**src/design/pce_pkg.sv**
```systemverilog
`default_nettype none
// ----------------------------------------------------------------------------
// pce_pkg: shared types and constants of the Pearson correlation engine
// Transaction payloads, the operation codes of the shared arithmetic unit and
// the width helper that both the top level and the unit use.
// ----------------------------------------------------------------------------
package pce_pkg;

  // Fixed field widths of the transaction payloads.
  localparam int COST_W     = 16;
  localparam int CORR_W     = 16;
  localparam int PCOUNT_W   = 17;
  // Working width for the signed coefficient before it is cut to CORR_W.
  localparam int MAG_CALC_W = 32;

  // Parameter defaults.
  localparam int COST_BITS_DEF = 16;
  localparam int MAX_PAIRS_DEF = 65536;
  localparam int FRAC_BITS_DEF = 14;

  typedef struct packed {
    logic [COST_W-1:0] cost_a;
    logic [COST_W-1:0] cost_b;
    logic              last_pair;
  } pair_t;

  typedef struct packed {
    logic signed [CORR_W-1:0] correlation;
    logic                     degenerate;
    logic [PCOUNT_W-1:0]      pair_count;
  } result_t;

  typedef enum logic [1:0] {
    OP_MUL  = 2'd0,
    OP_SUB  = 2'd1,
    OP_DIV  = 2'd2,
    OP_SQRT = 2'd3
  } op_t;

  typedef struct packed {
    logic start;
    op_t  op;
  } unit_req_t;

  typedef struct packed {
    logic busy;
    logic done;
  } unit_sts_t;

  // Width that holds any covariance or variance term n*Sxy - Sx*Sy.
  function automatic int var_width(input int cost_bits, input int max_pairs);
    return 2 * cost_bits + 2 * $clog2(max_pairs);
  endfunction

endpackage
`default_nettype wire

```
**src/design/pce_arith.sv**
```systemverilog
`default_nettype none
// ----------------------------------------------------------------------------
// pce_arith: shared wide arithmetic unit
// One wide adder serves a shift-add multiply, a subtract, a restoring divide
// of the last product by a divisor and a digit-by-digit square root.
// ----------------------------------------------------------------------------
module pce_arith import pce_pkg::*; #(
  parameter int COST_BITS = COST_BITS_DEF,
  parameter int MAX_PAIRS = MAX_PAIRS_DEF,
  parameter int FRAC_BITS = FRAC_BITS_DEF,
  localparam int V_W = var_width(COST_BITS, MAX_PAIRS),
  localparam int P_W = 2 * V_W,
  localparam int R_W = FRAC_BITS + 1
) (
  input  logic            clk,
  input  logic            rst,
  input  unit_req_t       req,
  input  logic [P_W-1:0]  a,
  input  logic [V_W-1:0]  b,
  output unit_sts_t       sts,
  output logic [P_W:0]    res,
  output logic [R_W-1:0]  root
);

  localparam int Q_W = 2 * FRAC_BITS + 1;
  localparam int D_W = 2 * FRAC_BITS + 2;
  localparam int X_W = (P_W + 1 > FRAC_BITS + 4) ? P_W + 1 : FRAC_BITS + 4;
  localparam int Z_W = (V_W > D_W) ? V_W : D_W;
  localparam int K_W = $clog2(Q_W + 1);

  logic           busy;
  op_t            op_r;
  logic [K_W-1:0] cnt;
  logic [X_W-1:0] x;
  logic [P_W-1:0] y;
  logic [Z_W-1:0] z;

  logic [X_W-1:0] remsh, trial, opl, opr, sum;
  logic           sub_mode, below, finish;

  always_comb begin
    remsh    = {x[X_W-3:0], z[D_W-1 -: 2]};
    trial    = X_W'({root, 2'b01});
    sub_mode = (op_r != OP_MUL);
    opl      = (op_r == OP_SQRT) ? remsh : x;
    opr      = (op_r == OP_SQRT) ? trial : X_W'(y);
    sum      = opl + (sub_mode ? ~opr : opr) + X_W'(sub_mode);
    below    = sum[X_W-1];
    case (op_r)
      OP_MUL:  finish = (z == '0);
      OP_SUB:  finish = (cnt == K_W'(1));
      OP_DIV:  finish = (cnt == K_W'(Q_W));
      OP_SQRT: finish = (cnt == K_W'(R_W));
      default: finish = 1'b1;
    endcase
  end

  assign sts.busy = busy;
  assign sts.done = busy & finish;
  assign res      = x[P_W:0];

  always_ff @(posedge clk) begin
    if (rst) begin
      busy <= 1'b0;
      op_r <= OP_MUL;
      cnt  <= '0;
    end else if (req.start) begin
      busy <= 1'b1;
      op_r <= req.op;
      cnt  <= '0;
    end else if (busy) begin
      if (finish) begin
        busy <= 1'b0;
      end else if (op_r != OP_MUL) begin
        cnt <= cnt + K_W'(1);
      end
    end
  end

  always_ff @(posedge clk) begin
    if (req.start) begin
      case (req.op)
        OP_MUL: begin
          x <= '0;
          y <= a;
          z <= Z_W'(b);
        end
        OP_SUB: begin
          x <= X_W'(a);
          y <= P_W'(b);
        end
        OP_DIV: begin
          // dividend stays in x from the preceding multiply
          y <= a;
          z <= '0;
        end
        OP_SQRT: begin
          // radicand stays in z from the preceding divide
          x    <= '0;
          root <= '0;
        end
        default: ;
      endcase
    end else if (busy && !finish) begin
      case (op_r)
        OP_MUL: begin
          if (z[0]) begin
            x <= sum;
          end
          y <= {y[P_W-2:0], 1'b0};
          z <= {1'b0, z[Z_W-1:1]};
        end
        OP_SUB: begin
          x <= sum;
        end
        OP_DIV: begin
          x <= below ? {x[X_W-2:0], 1'b0} : {sum[X_W-2:0], 1'b0};
          z <= {z[Z_W-2:0], ~below};
        end
        OP_SQRT: begin
          x    <= below ? remsh : sum;
          root <= {root[R_W-2:0], ~below};
          z    <= {z[Z_W-3:0], 2'b00};
        end
        default: ;
      endcase
    end
  end

endmodule
`default_nettype wire

```
**src/design/pearson_correlation_engine.sv**
```systemverilog
`default_nettype none
// ----------------------------------------------------------------------------
// pearson_correlation_engine: streaming Pearson coefficient of cost pairs
// Pairs (cost_a, cost_b) arrive on the pair channel, each transaction one
// pair; last_pair closes a data set. Exact integer sums of a, b, a*a, b*b and
// a*b are kept, and on the closing pair the engine forms
//   r = (n*Sab - Sa*Sb) / sqrt((n*Saa - Sa^2) * (n*Sbb - Sb^2))
// and sends it on the result channel as a signed fixed-point value with
// FRAC_BITS fraction bits (16384 reads 1.0 at the default), truncated toward
// zero. A zero variance gives correlation 0 with degenerate set. Pairs beyond
// MAX_PAIRS are dropped but a closing flag on them still fires the result.
// Each accepted pair holds off the pair channel while the one cost multiplier
// forms a*a, b*b and a*b in turn. The closing pair then holds off the pair
// channel while the shared shift-add unit runs up to eight products, the
// subtracts, the divide and the root, one after another.
// Reset clears all sums and drops any held result. A result waits in the
// output register while the receiver stalls; the next data set accumulates
// meanwhile, and only its own result waits for the register to free up.
// ----------------------------------------------------------------------------
module pearson_correlation_engine import pce_pkg::*; #(
  parameter int COST_BITS = COST_BITS_DEF,
  parameter int MAX_PAIRS = MAX_PAIRS_DEF,
  parameter int FRAC_BITS = FRAC_BITS_DEF
) (
  input  logic    clk,
  input  logic    rst,
  input  logic    pair_valid,
  output logic    pair_ready,
  input  pair_t   pair,
  output logic    result_valid,
  input  logic    result_ready,
  output result_t result
);

  localparam int L_W   = $clog2(MAX_PAIRS);
  localparam int CNT_W = $clog2(MAX_PAIRS + 1);
  localparam int S1_W  = COST_BITS + L_W;
  localparam int S2_W  = 2 * COST_BITS + L_W;
  localparam int SQ_W  = 2 * COST_BITS;
  localparam int V_W   = var_width(COST_BITS, MAX_PAIRS);
  localparam int P_W   = 2 * V_W;
  localparam int R_W   = FRAC_BITS + 1;

  typedef enum logic [18:0] {
    S_IDLE   = 19'h00001,
    S_ACC_AA = 19'h00002,
    S_ACC_BB = 19'h00004,
    S_ACC_AB = 19'h00008,
    S_NAB    = 19'h00010,
    S_SASB   = 19'h00020,
    S_COV    = 19'h00040,
    S_COVN   = 19'h00080,
    S_NAA    = 19'h00100,
    S_SAA    = 19'h00200,
    S_VA     = 19'h00400,
    S_NBB    = 19'h00800,
    S_SBB    = 19'h01000,
    S_VB     = 19'h02000,
    S_PROD   = 19'h04000,
    S_CC     = 19'h08000,
    S_DIV    = 19'h10000,
    S_SQRT   = 19'h20000,
    S_DONE   = 19'h40000
  } state_t;

  // Control
  state_t state, state_next;
  logic   launched;
  logic   is_op;
  logic   load_result;
  op_t    op;

  // Running sums
  logic [CNT_W-1:0] count;
  logic [S1_W-1:0]  sum_a, sum_b;
  logic [S2_W-1:0]  sum_aa, sum_bb, sum_ab;

  // Current pair and the one cost multiplier
  logic [COST_BITS-1:0] cur_a, cur_b, mul_x, mul_y;
  logic                 cur_last;
  logic [SQ_W-1:0]      sq;

  // Finishing datapath
  logic [V_W-1:0]  hp, hq, cov, va;
  logic [P_W-1:0]  prod;
  logic            cov_neg, deg;
  logic [P_W-1:0]  opa;
  logic [V_W-1:0]  opb;
  logic [P_W:0]    res;
  logic [V_W-1:0]  res_v;
  logic [R_W-1:0]  root;
  logic [MAG_CALC_W-1:0] mag_ext, corr_ext;

  unit_req_t req;
  unit_sts_t sts;

  pce_arith #(
    .COST_BITS (COST_BITS),
    .MAX_PAIRS (MAX_PAIRS),
    .FRAC_BITS (FRAC_BITS)
  ) u_arith (
    .clk  (clk),
    .rst  (rst),
    .req  (req),
    .a    (opa),
    .b    (opb),
    .sts  (sts),
    .res  (res),
    .root (root)
  );

  assign pair_ready  = (state == S_IDLE);
  assign load_result = (state == S_DONE) && (!result_valid || result_ready);
  assign res_v       = res[V_W-1:0];

  // Cost multiplier: a*a, then b*b, then a*b on successive cycles.
  always_comb begin
    mul_x = (state == S_ACC_BB) ? cur_b : cur_a;
    mul_y = (state == S_ACC_AA) ? cur_a : cur_b;
    sq    = SQ_W'(mul_x) * SQ_W'(mul_y);
  end

  // Operation schedule of the finishing sequence: operands, code and the
  // state that follows once the unit reports done.
  always_comb begin
    is_op      = 1'b1;
    op         = OP_MUL;
    opa        = '0;
    opb        = '0;
    state_next = S_IDLE;
    case (state)
      S_NAB: begin
        opa        = P_W'(sum_ab);
        opb        = V_W'(count);
        state_next = S_SASB;
      end
      S_SASB: begin
        opa        = P_W'(sum_a);
        opb        = V_W'(sum_b);
        state_next = S_COV;
      end
      S_COV: begin
        op  = OP_SUB;
        opa = P_W'(hp);
        opb = hq;
        // a borrow means the covariance is negative: redo it the other way
        state_next = res[P_W] ? S_COVN : S_NAA;
      end
      S_COVN: begin
        op         = OP_SUB;
        opa        = P_W'(hq);
        opb        = hp;
        state_next = S_NAA;
      end
      S_NAA: begin
        opa        = P_W'(sum_aa);
        opb        = V_W'(count);
        state_next = S_SAA;
      end
      S_SAA: begin
        opa        = P_W'(sum_a);
        opb        = V_W'(sum_a);
        state_next = S_VA;
      end
      S_VA: begin
        op         = OP_SUB;
        opa        = P_W'(hp);
        opb        = hq;
        state_next = S_NBB;
      end
      S_NBB: begin
        opa        = P_W'(sum_bb);
        opb        = V_W'(count);
        state_next = S_SBB;
      end
      S_SBB: begin
        opa        = P_W'(sum_b);
        opb        = V_W'(sum_b);
        state_next = S_VB;
      end
      S_VB: begin
        op  = OP_SUB;
        opa = P_W'(hp);
        opb = hq;
        // skip the divide and root when either variance is zero
        state_next = ((va == '0) || (res_v == '0)) ? S_DONE : S_PROD;
      end
      S_PROD: begin
        opa        = P_W'(va);
        opb        = hp;
        state_next = S_CC;
      end
      S_CC: begin
        opa        = P_W'(cov);
        opb        = cov;
        state_next = S_DIV;
      end
      S_DIV: begin
        // cov^2 is still in the unit; divide it (scaled) by Va*Vb
        op         = OP_DIV;
        opa        = prod;
        state_next = S_SQRT;
      end
      S_SQRT: begin
        op         = OP_SQRT;
        state_next = S_DONE;
      end
      default: begin
        is_op = 1'b0;
      end
    endcase
  end

  assign req.start = is_op & ~launched;
  assign req.op    = op;

  // Sequencer, running sums and output handshake
  always_ff @(posedge clk) begin
    if (rst) begin
      state        <= S_IDLE;
      launched     <= 1'b0;
      result_valid <= 1'b0;
      count        <= '0;
      sum_a        <= '0;
      sum_b        <= '0;
      sum_aa       <= '0;
      sum_bb       <= '0;
      sum_ab       <= '0;
    end else begin
      // load a fresh result, or drop valid once the held one is taken
      if (load_result) begin
        result_valid <= 1'b1;
      end else if (result_valid && result_ready) begin
        result_valid <= 1'b0;
      end
      case (state)
        S_IDLE: begin
          if (pair_valid) begin
            // drop pairs once the data set is full, but honour the last flag
            if (count < CNT_W'(MAX_PAIRS)) begin
              state <= S_ACC_AA;
            end else if (pair.last_pair) begin
              state <= S_NAB;
            end
          end
        end
        S_ACC_AA: begin
          count  <= count + CNT_W'(1);
          sum_a  <= sum_a + S1_W'(cur_a);
          sum_b  <= sum_b + S1_W'(cur_b);
          sum_aa <= sum_aa + S2_W'(sq);
          state  <= S_ACC_BB;
        end
        S_ACC_BB: begin
          sum_bb <= sum_bb + S2_W'(sq);
          state  <= S_ACC_AB;
        end
        S_ACC_AB: begin
          sum_ab <= sum_ab + S2_W'(sq);
          state  <= cur_last ? S_NAB : S_IDLE;
        end
        S_DONE: begin
          // hold here until the output register is free, then clear the sums
          if (load_result) begin
            count  <= '0;
            sum_a  <= '0;
            sum_b  <= '0;
            sum_aa <= '0;
            sum_bb <= '0;
            sum_ab <= '0;
            state  <= S_IDLE;
          end
        end
        default: begin
          if (!is_op) begin
            state <= S_IDLE;
          end else if (!launched) begin
            launched <= 1'b1;
          end else if (sts.done) begin
            launched <= 1'b0;
            state    <= state_next;
          end
        end
      endcase
    end
  end

  // Capture intermediate terms as each operation completes.
  always_ff @(posedge clk) begin
    if (pair_valid && pair_ready) begin
      cur_a    <= COST_BITS'(pair.cost_a);
      cur_b    <= COST_BITS'(pair.cost_b);
      cur_last <= pair.last_pair;
    end
    if (sts.done) begin
      case (state)
        S_NAB, S_NAA, S_NBB: hp <= res_v;
        S_SASB, S_SAA, S_SBB: hq <= res_v;
        S_COV: begin
          cov     <= res_v;
          cov_neg <= res[P_W];
        end
        S_COVN: cov <= res_v;
        S_VA:   va  <= res_v;
        S_VB: begin
          hp  <= res_v;
          deg <= (va == '0) || (res_v == '0);
        end
        S_PROD: prod <= res[P_W-1:0];
        default: ;
      endcase
    end
    if (load_result) begin
      result.correlation <= corr_ext[CORR_W-1:0];
      result.degenerate  <= deg;
      result.pair_count  <= PCOUNT_W'(count);
    end
  end

  // Apply the sign of the covariance to the root magnitude.
  always_comb begin
    mag_ext  = deg ? '0 : MAG_CALC_W'(root);
    corr_ext = cov_neg ? (~mag_ext + MAG_CALC_W'(1)) : mag_ext;
  end

  // Never start the shared unit while an operation is still running.
  a_start_free : assert property (@(posedge clk) disable iff (rst)
    req.start |-> !sts.busy)
    else $error("shared unit started while busy");

  // Pairs are taken only with the unit quiet.
  a_ready_quiet : assert property (@(posedge clk) disable iff (rst)
    pair_ready |-> (!sts.busy && !launched))
    else $error("pair channel ready during a unit operation");

  // A degenerate result always carries a zero coefficient.
  a_deg_zero : assert property (@(posedge clk) disable iff (rst)
    (result_valid && result.degenerate) |-> (result.correlation == '0))
    else $error("degenerate result with non-zero correlation");

  // The sums are clear when a fresh result appears.
  a_clear : assert property (@(posedge clk) disable iff (rst)
    $rose(result_valid) |-> (count == '0))
    else $error("pair count not cleared after result");

endmodule
`default_nettype wire
```
**config.mk**
```make
export PLATFORM = sky130hd
export DESIGN_NAME = pearson_correlation_engine
export DESIGN_NICKNAME = d
export VERILOG_FILES = /design/src/design/pce_pkg.sv /design/src/design/pce_arith.sv /design/src/design/pearson_correlation_engine.sv
export SDC_FILE = /design/constraint.sdc
export NUM_CORES = 2
export LEC_CHECK = 0
export BUFFER_PORTS_ARGS = -buffer_cell sky130_fd_sc_hd__buf_4
export CORE_AREA = 2 2 567 456
export DETAILED_ROUTE_END_ITERATION = 10
export DIE_AREA = 0 0 569 458
export GPL_TIMING_DRIVEN = 0
export SYNTH_ARGS = -nofsm -noshare
export SYNTH_HDL_FRONTEND = slang
export SYNTH_SLANG_ARGS = --single-unit
```
**constraint.sdc**
```tcl
create_clock -name clk -period 21.9 [get_ports clk]
set_input_delay 4.38 -clock clk [delete_from_list [all_inputs] [get_ports clk]]
set_output_delay 4.38 -clock clk [all_outputs]
set_load 0.02 [all_outputs]
```
==> metrics <==
outcome finished, violations left; violated checks DRC, capacitance limit, slew limit; largest clock skew in the final design 0.0757 ns; net count after synthesis 9203; Num Clock Sinks 1043; number of warnings reported in the yosys synthesis log 0; cell taking the most area after synthesis sky130_fd_sc_hd__edfxtp_1; final HPWL from detailed placement 300 mm; clock transition at the registers of the reported paths 0.06 ns; cells on worst reg2reg path 42; area used by multi-input combinational logic 0.0440 mm2; vias per std cell 6.16; number of library cell types mapped by synthesis 103; count of maximum capacitance violations 20; final setup slack of the worst path 6.15 ns; clock buffer depth 4; area growth from synthesis to final layout 13.0%; syn avg cell area 8.87 um2; number of antenna violations at the first check in global routing 32; required time worst endpoint 22.65 ns; maximum number of pins on one net before global-route repair 54; crit-path max FO 10; Synth async-reset ratio 0%; Die Span X 569 um; global-route wire length before repair 530 mm; setup total negative slack 0 ns; area inside the core boundary 0.255 mm2; residual antenna-violating net count after detailed routing 0; Initial DRT Pass Iterations 11; total DRC errors in the routed layout 1; setup violation total in the final timing report 0; cell types occupying the most area after synthesis sky130_fd_sc_hd__edfxtp_1 (31%), sky130_fd_sc_hd__nand2_1 (7.3%), sky130_fd_sc_hd__dfxtp_1 (6.7%); critical path start-end classification reg -> reg; launch point of the worst hold path u_arith.res[117]; post-DR wirelength/cell 31.3 um; Global Route Usage Sum 28.4%; clock network latency to the later pin of the worst-skew pair 0.86 ns; share of post-route cells with drive strength above 1 6.39%; final cycle utilization of the critical path 71.9%; die boundary height 458 um; number of storage elements in the synthesis netlist 1043; type of the tightest min-delay check reg -> reg; critical path's most frequent cell sky130_fd_sc_hd__fa_1; number of buffer cells added on primary ports 72; leading post-synthesis cells by instance count sky130_fd_sc_hd__nand2_1 (1478), sky130_fd_sc_hd__a21oi_1 (811), sky130_fd_sc_hd__edfxtp_1 (789); via count 75800; cell with the most instances after synthesis sky130_fd_sc_hd__nand2_1; sequential cell area fraction in the yosys report 37.8%; layout net count 9451; Initial DRC Count 14000; ports placed on the boundary 73; Placer Congestion 1.03; Primary FF master, synth sky130_fd_sc_hd__edfxtp_1; worst flop-to-flop path startpoint state[8]; CTS-repair resized insts 0; peak per-stage delay on the critical path 1.02 ns; H-tree depth reported by CTS 4; final worst hold slack 0.485 ns; drt total wl 386 mm; num rows 166; sum of overflow across all layers after global routing 0; worst flop-to-flop path endpoint sum_bb[47]; measured slew at the worst slew-check pin 1.70 ns; endpoints failing hold 0; capturing element type of the critical path flop; endpoint with the worst hold slack prod[117]; Yosys top cell area share 31.1%; Pins Over Slew Limit 167; Arrival @ worst endpoint 16.50 ns; Register-to-Register Setup Slack 6.15 ns; worst-path cell with the longest stage delay sky130_fd_sc_hd__nand4b_1; Post-Synthesis Cells 8595; Hold Buf Count CTS 0; fmax 63.5 MHz; count of placed standard cells including taps 12100; Filler Cell Count 26200; clock buffer count from CTS 138; final critical path time including I/O delays and setup 15.75 ns; pre-CTS WS 6.62 ns; summed instance area of the synthesized netlist 0.0762 mm2; sequential standard cell area 0.0288 mm2; initial cell density of the core 29.9%; setup repair after global routing missed its margin no; normalized max-slew margin -14.7%; number of enable flip-flop cells after synthesis 789; vias in the first global route 67900; cell depth of the worst hold path 0; cell at the root of the clock tree sky130_fd_sc_hd__clkbuf_16; TritonCTS clock tree built; kind of start point of the critical path flop; Setup Fix Bufs, Post-CTS 0; die footprint 0.261 mm2; final standard cell count with taps included and fillers excluded 12300
## per-stage QoR
step                util, %  instance area (um2)
finish                 33.8                86100
global route           33.8                86000
CTS                    33.7                86000
detailed placement     32.0                81700
global placement       31.8                80900
floorplan                 -                76200
## layer usage
layer,track usage [%],routed length (um),part of all wire (%),up-vias
li1,-,-,-,32000
met4,7.81,12900,3.4,24
met3,12.0,62500,16,806
met1,41.8,166000,43,37200
met5,0.553,297,0.077,-
met2,36.8,144000,37,5751
## cells by family (layout without fill, tap and decap cells)
group,Yosys count,in the layout,share of synthesized area (%)
buffers and inverters,907,1251,4.71
DFF,1043,1043,37.8
muxes,199,199,2.66
and+or+nand+nor,3105,3105,18.5
xor gates and xnor gates,410,410,4.71
adders and majority gates,571,571,11.3
AOI/OAI and AO/OA,2360,2360,20.3
other,0,21,0
## flip-flops by register name, indices dropped and copies added, names as in the netlist, 2 cells and up
| register | flops |
|---|---|
| count | 17 |
| cov | 64 |
| cur_a | 16 |
| cur_b | 16 |
| hp | 64 |
| hq | 64 |
| prod | 128 |
| result | 34 |
| state | 19 |
| sum_a | 32 |
| sum_aa | 48 |
| sum_ab | 48 |
| sum_b | 32 |
| sum_bb | 48 |
| u_arith.cnt | 5 |
| u_arith.op_r | 2 |
| u_arith.res | 129 |
| u_arith.root | 15 |
| u_arith.y | 128 |
| u_arith.z | 64 |
| va | 64 |
## worst max-delay path by stage
stage                            to  slack [ns]  startpoint  cells past startpoint
floorplan                sum_bb[47]       11.11    state[8]                     43
detailed placement       sum_bb[47]        6.62    state[8]                     42
global placement    u_arith.res[71]        3.35    state[8]                     14
global route             sum_bb[47]        5.60   state[11]                     42
CTS                      sum_bb[47]        6.50    state[8]                     42
finish                   sum_bb[47]        6.15    state[8]                     42
## layout by cell type, fill, tap and decap left out, types with 29 or more instances in the layout
cell type,count
sky130_fd_sc_hd__a211oi_1,46
sky130_fd_sc_hd__nand4_1,123
sky130_fd_sc_hd__buf_4,89
sky130_fd_sc_hd__a222oi_1,129
sky130_fd_sc_hd__nand2b_1,41
sky130_fd_sc_hd__xor2_1,104
sky130_fd_sc_hd__o21bai_1,64
sky130_fd_sc_hd__o31ai_1,84
sky130_fd_sc_hd__mux2_2,29
sky130_fd_sc_hd__edfxtp_1,789
sky130_fd_sc_hd__a22oi_1,106
sky130_fd_sc_hd__ha_1,371
sky130_fd_sc_hd__dfxtp_1,254
sky130_fd_sc_hd__o211ai_1,130
sky130_fd_sc_hd__or2_2,35
sky130_fd_sc_hd__and2_1,32
sky130_fd_sc_hd__buf_1,55
sky130_fd_sc_hd__clkbuf_16,141
sky130_fd_sc_hd__buf_2,92
sky130_fd_sc_hd__o21a_1,55
sky130_fd_sc_hd__nand3_1,300
sky130_fd_sc_hd__a31oi_1,45
sky130_fd_sc_hd__clkbuf_1,395
sky130_fd_sc_hd__and3_1,160
sky130_fd_sc_hd__nor2_1,546
sky130_fd_sc_hd__a221oi_1,47
sky130_fd_sc_hd__or3_1,69
sky130_fd_sc_hd__nor3_1,95
sky130_fd_sc_hd__xnor2_1,306
sky130_fd_sc_hd__a221o_1,53
sky130_fd_sc_hd__a21o_1,113
sky130_fd_sc_hd__mux2i_1,168
sky130_fd_sc_hd__a21oi_1,808
sky130_fd_sc_hd__a22o_1,44
sky130_fd_sc_hd__nand2_1,1478
sky130_fd_sc_hd__inv_1,362
sky130_fd_sc_hd__fa_1,200
sky130_fd_sc_hd__nor2b_1,41
sky130_fd_sc_hd__nor4_1,69
sky130_fd_sc_hd__o21ai_0,410
## area by class of cell
type                       count  share of cell area [%]
tap                         3360                    4.88
multi-input combinational   6645                    51.1
inverter                     364                    1.59
timing repair buffer         108                    1.33
clock inverter                58                   0.663
buffer                       543                    2.60
sequential                  1043                    33.4
antenna                       21                  0.0610
clock buffer                 178                    4.38
## critical path: cells and delay by family, from the launching register on
kind	cells	cell delay (ns)
mux	1	0.95
fa+ha+maj	8	3.99
compound gates	13	4.09
flops	1	0.29
simple gates	12	3.91
xor+xnor	1	0.29
buf+inv	7	2.08
Power is left out: the tool's default activity adds up to more than one toggle a clock period on the data nets, which glitch-free logic cannot reach.
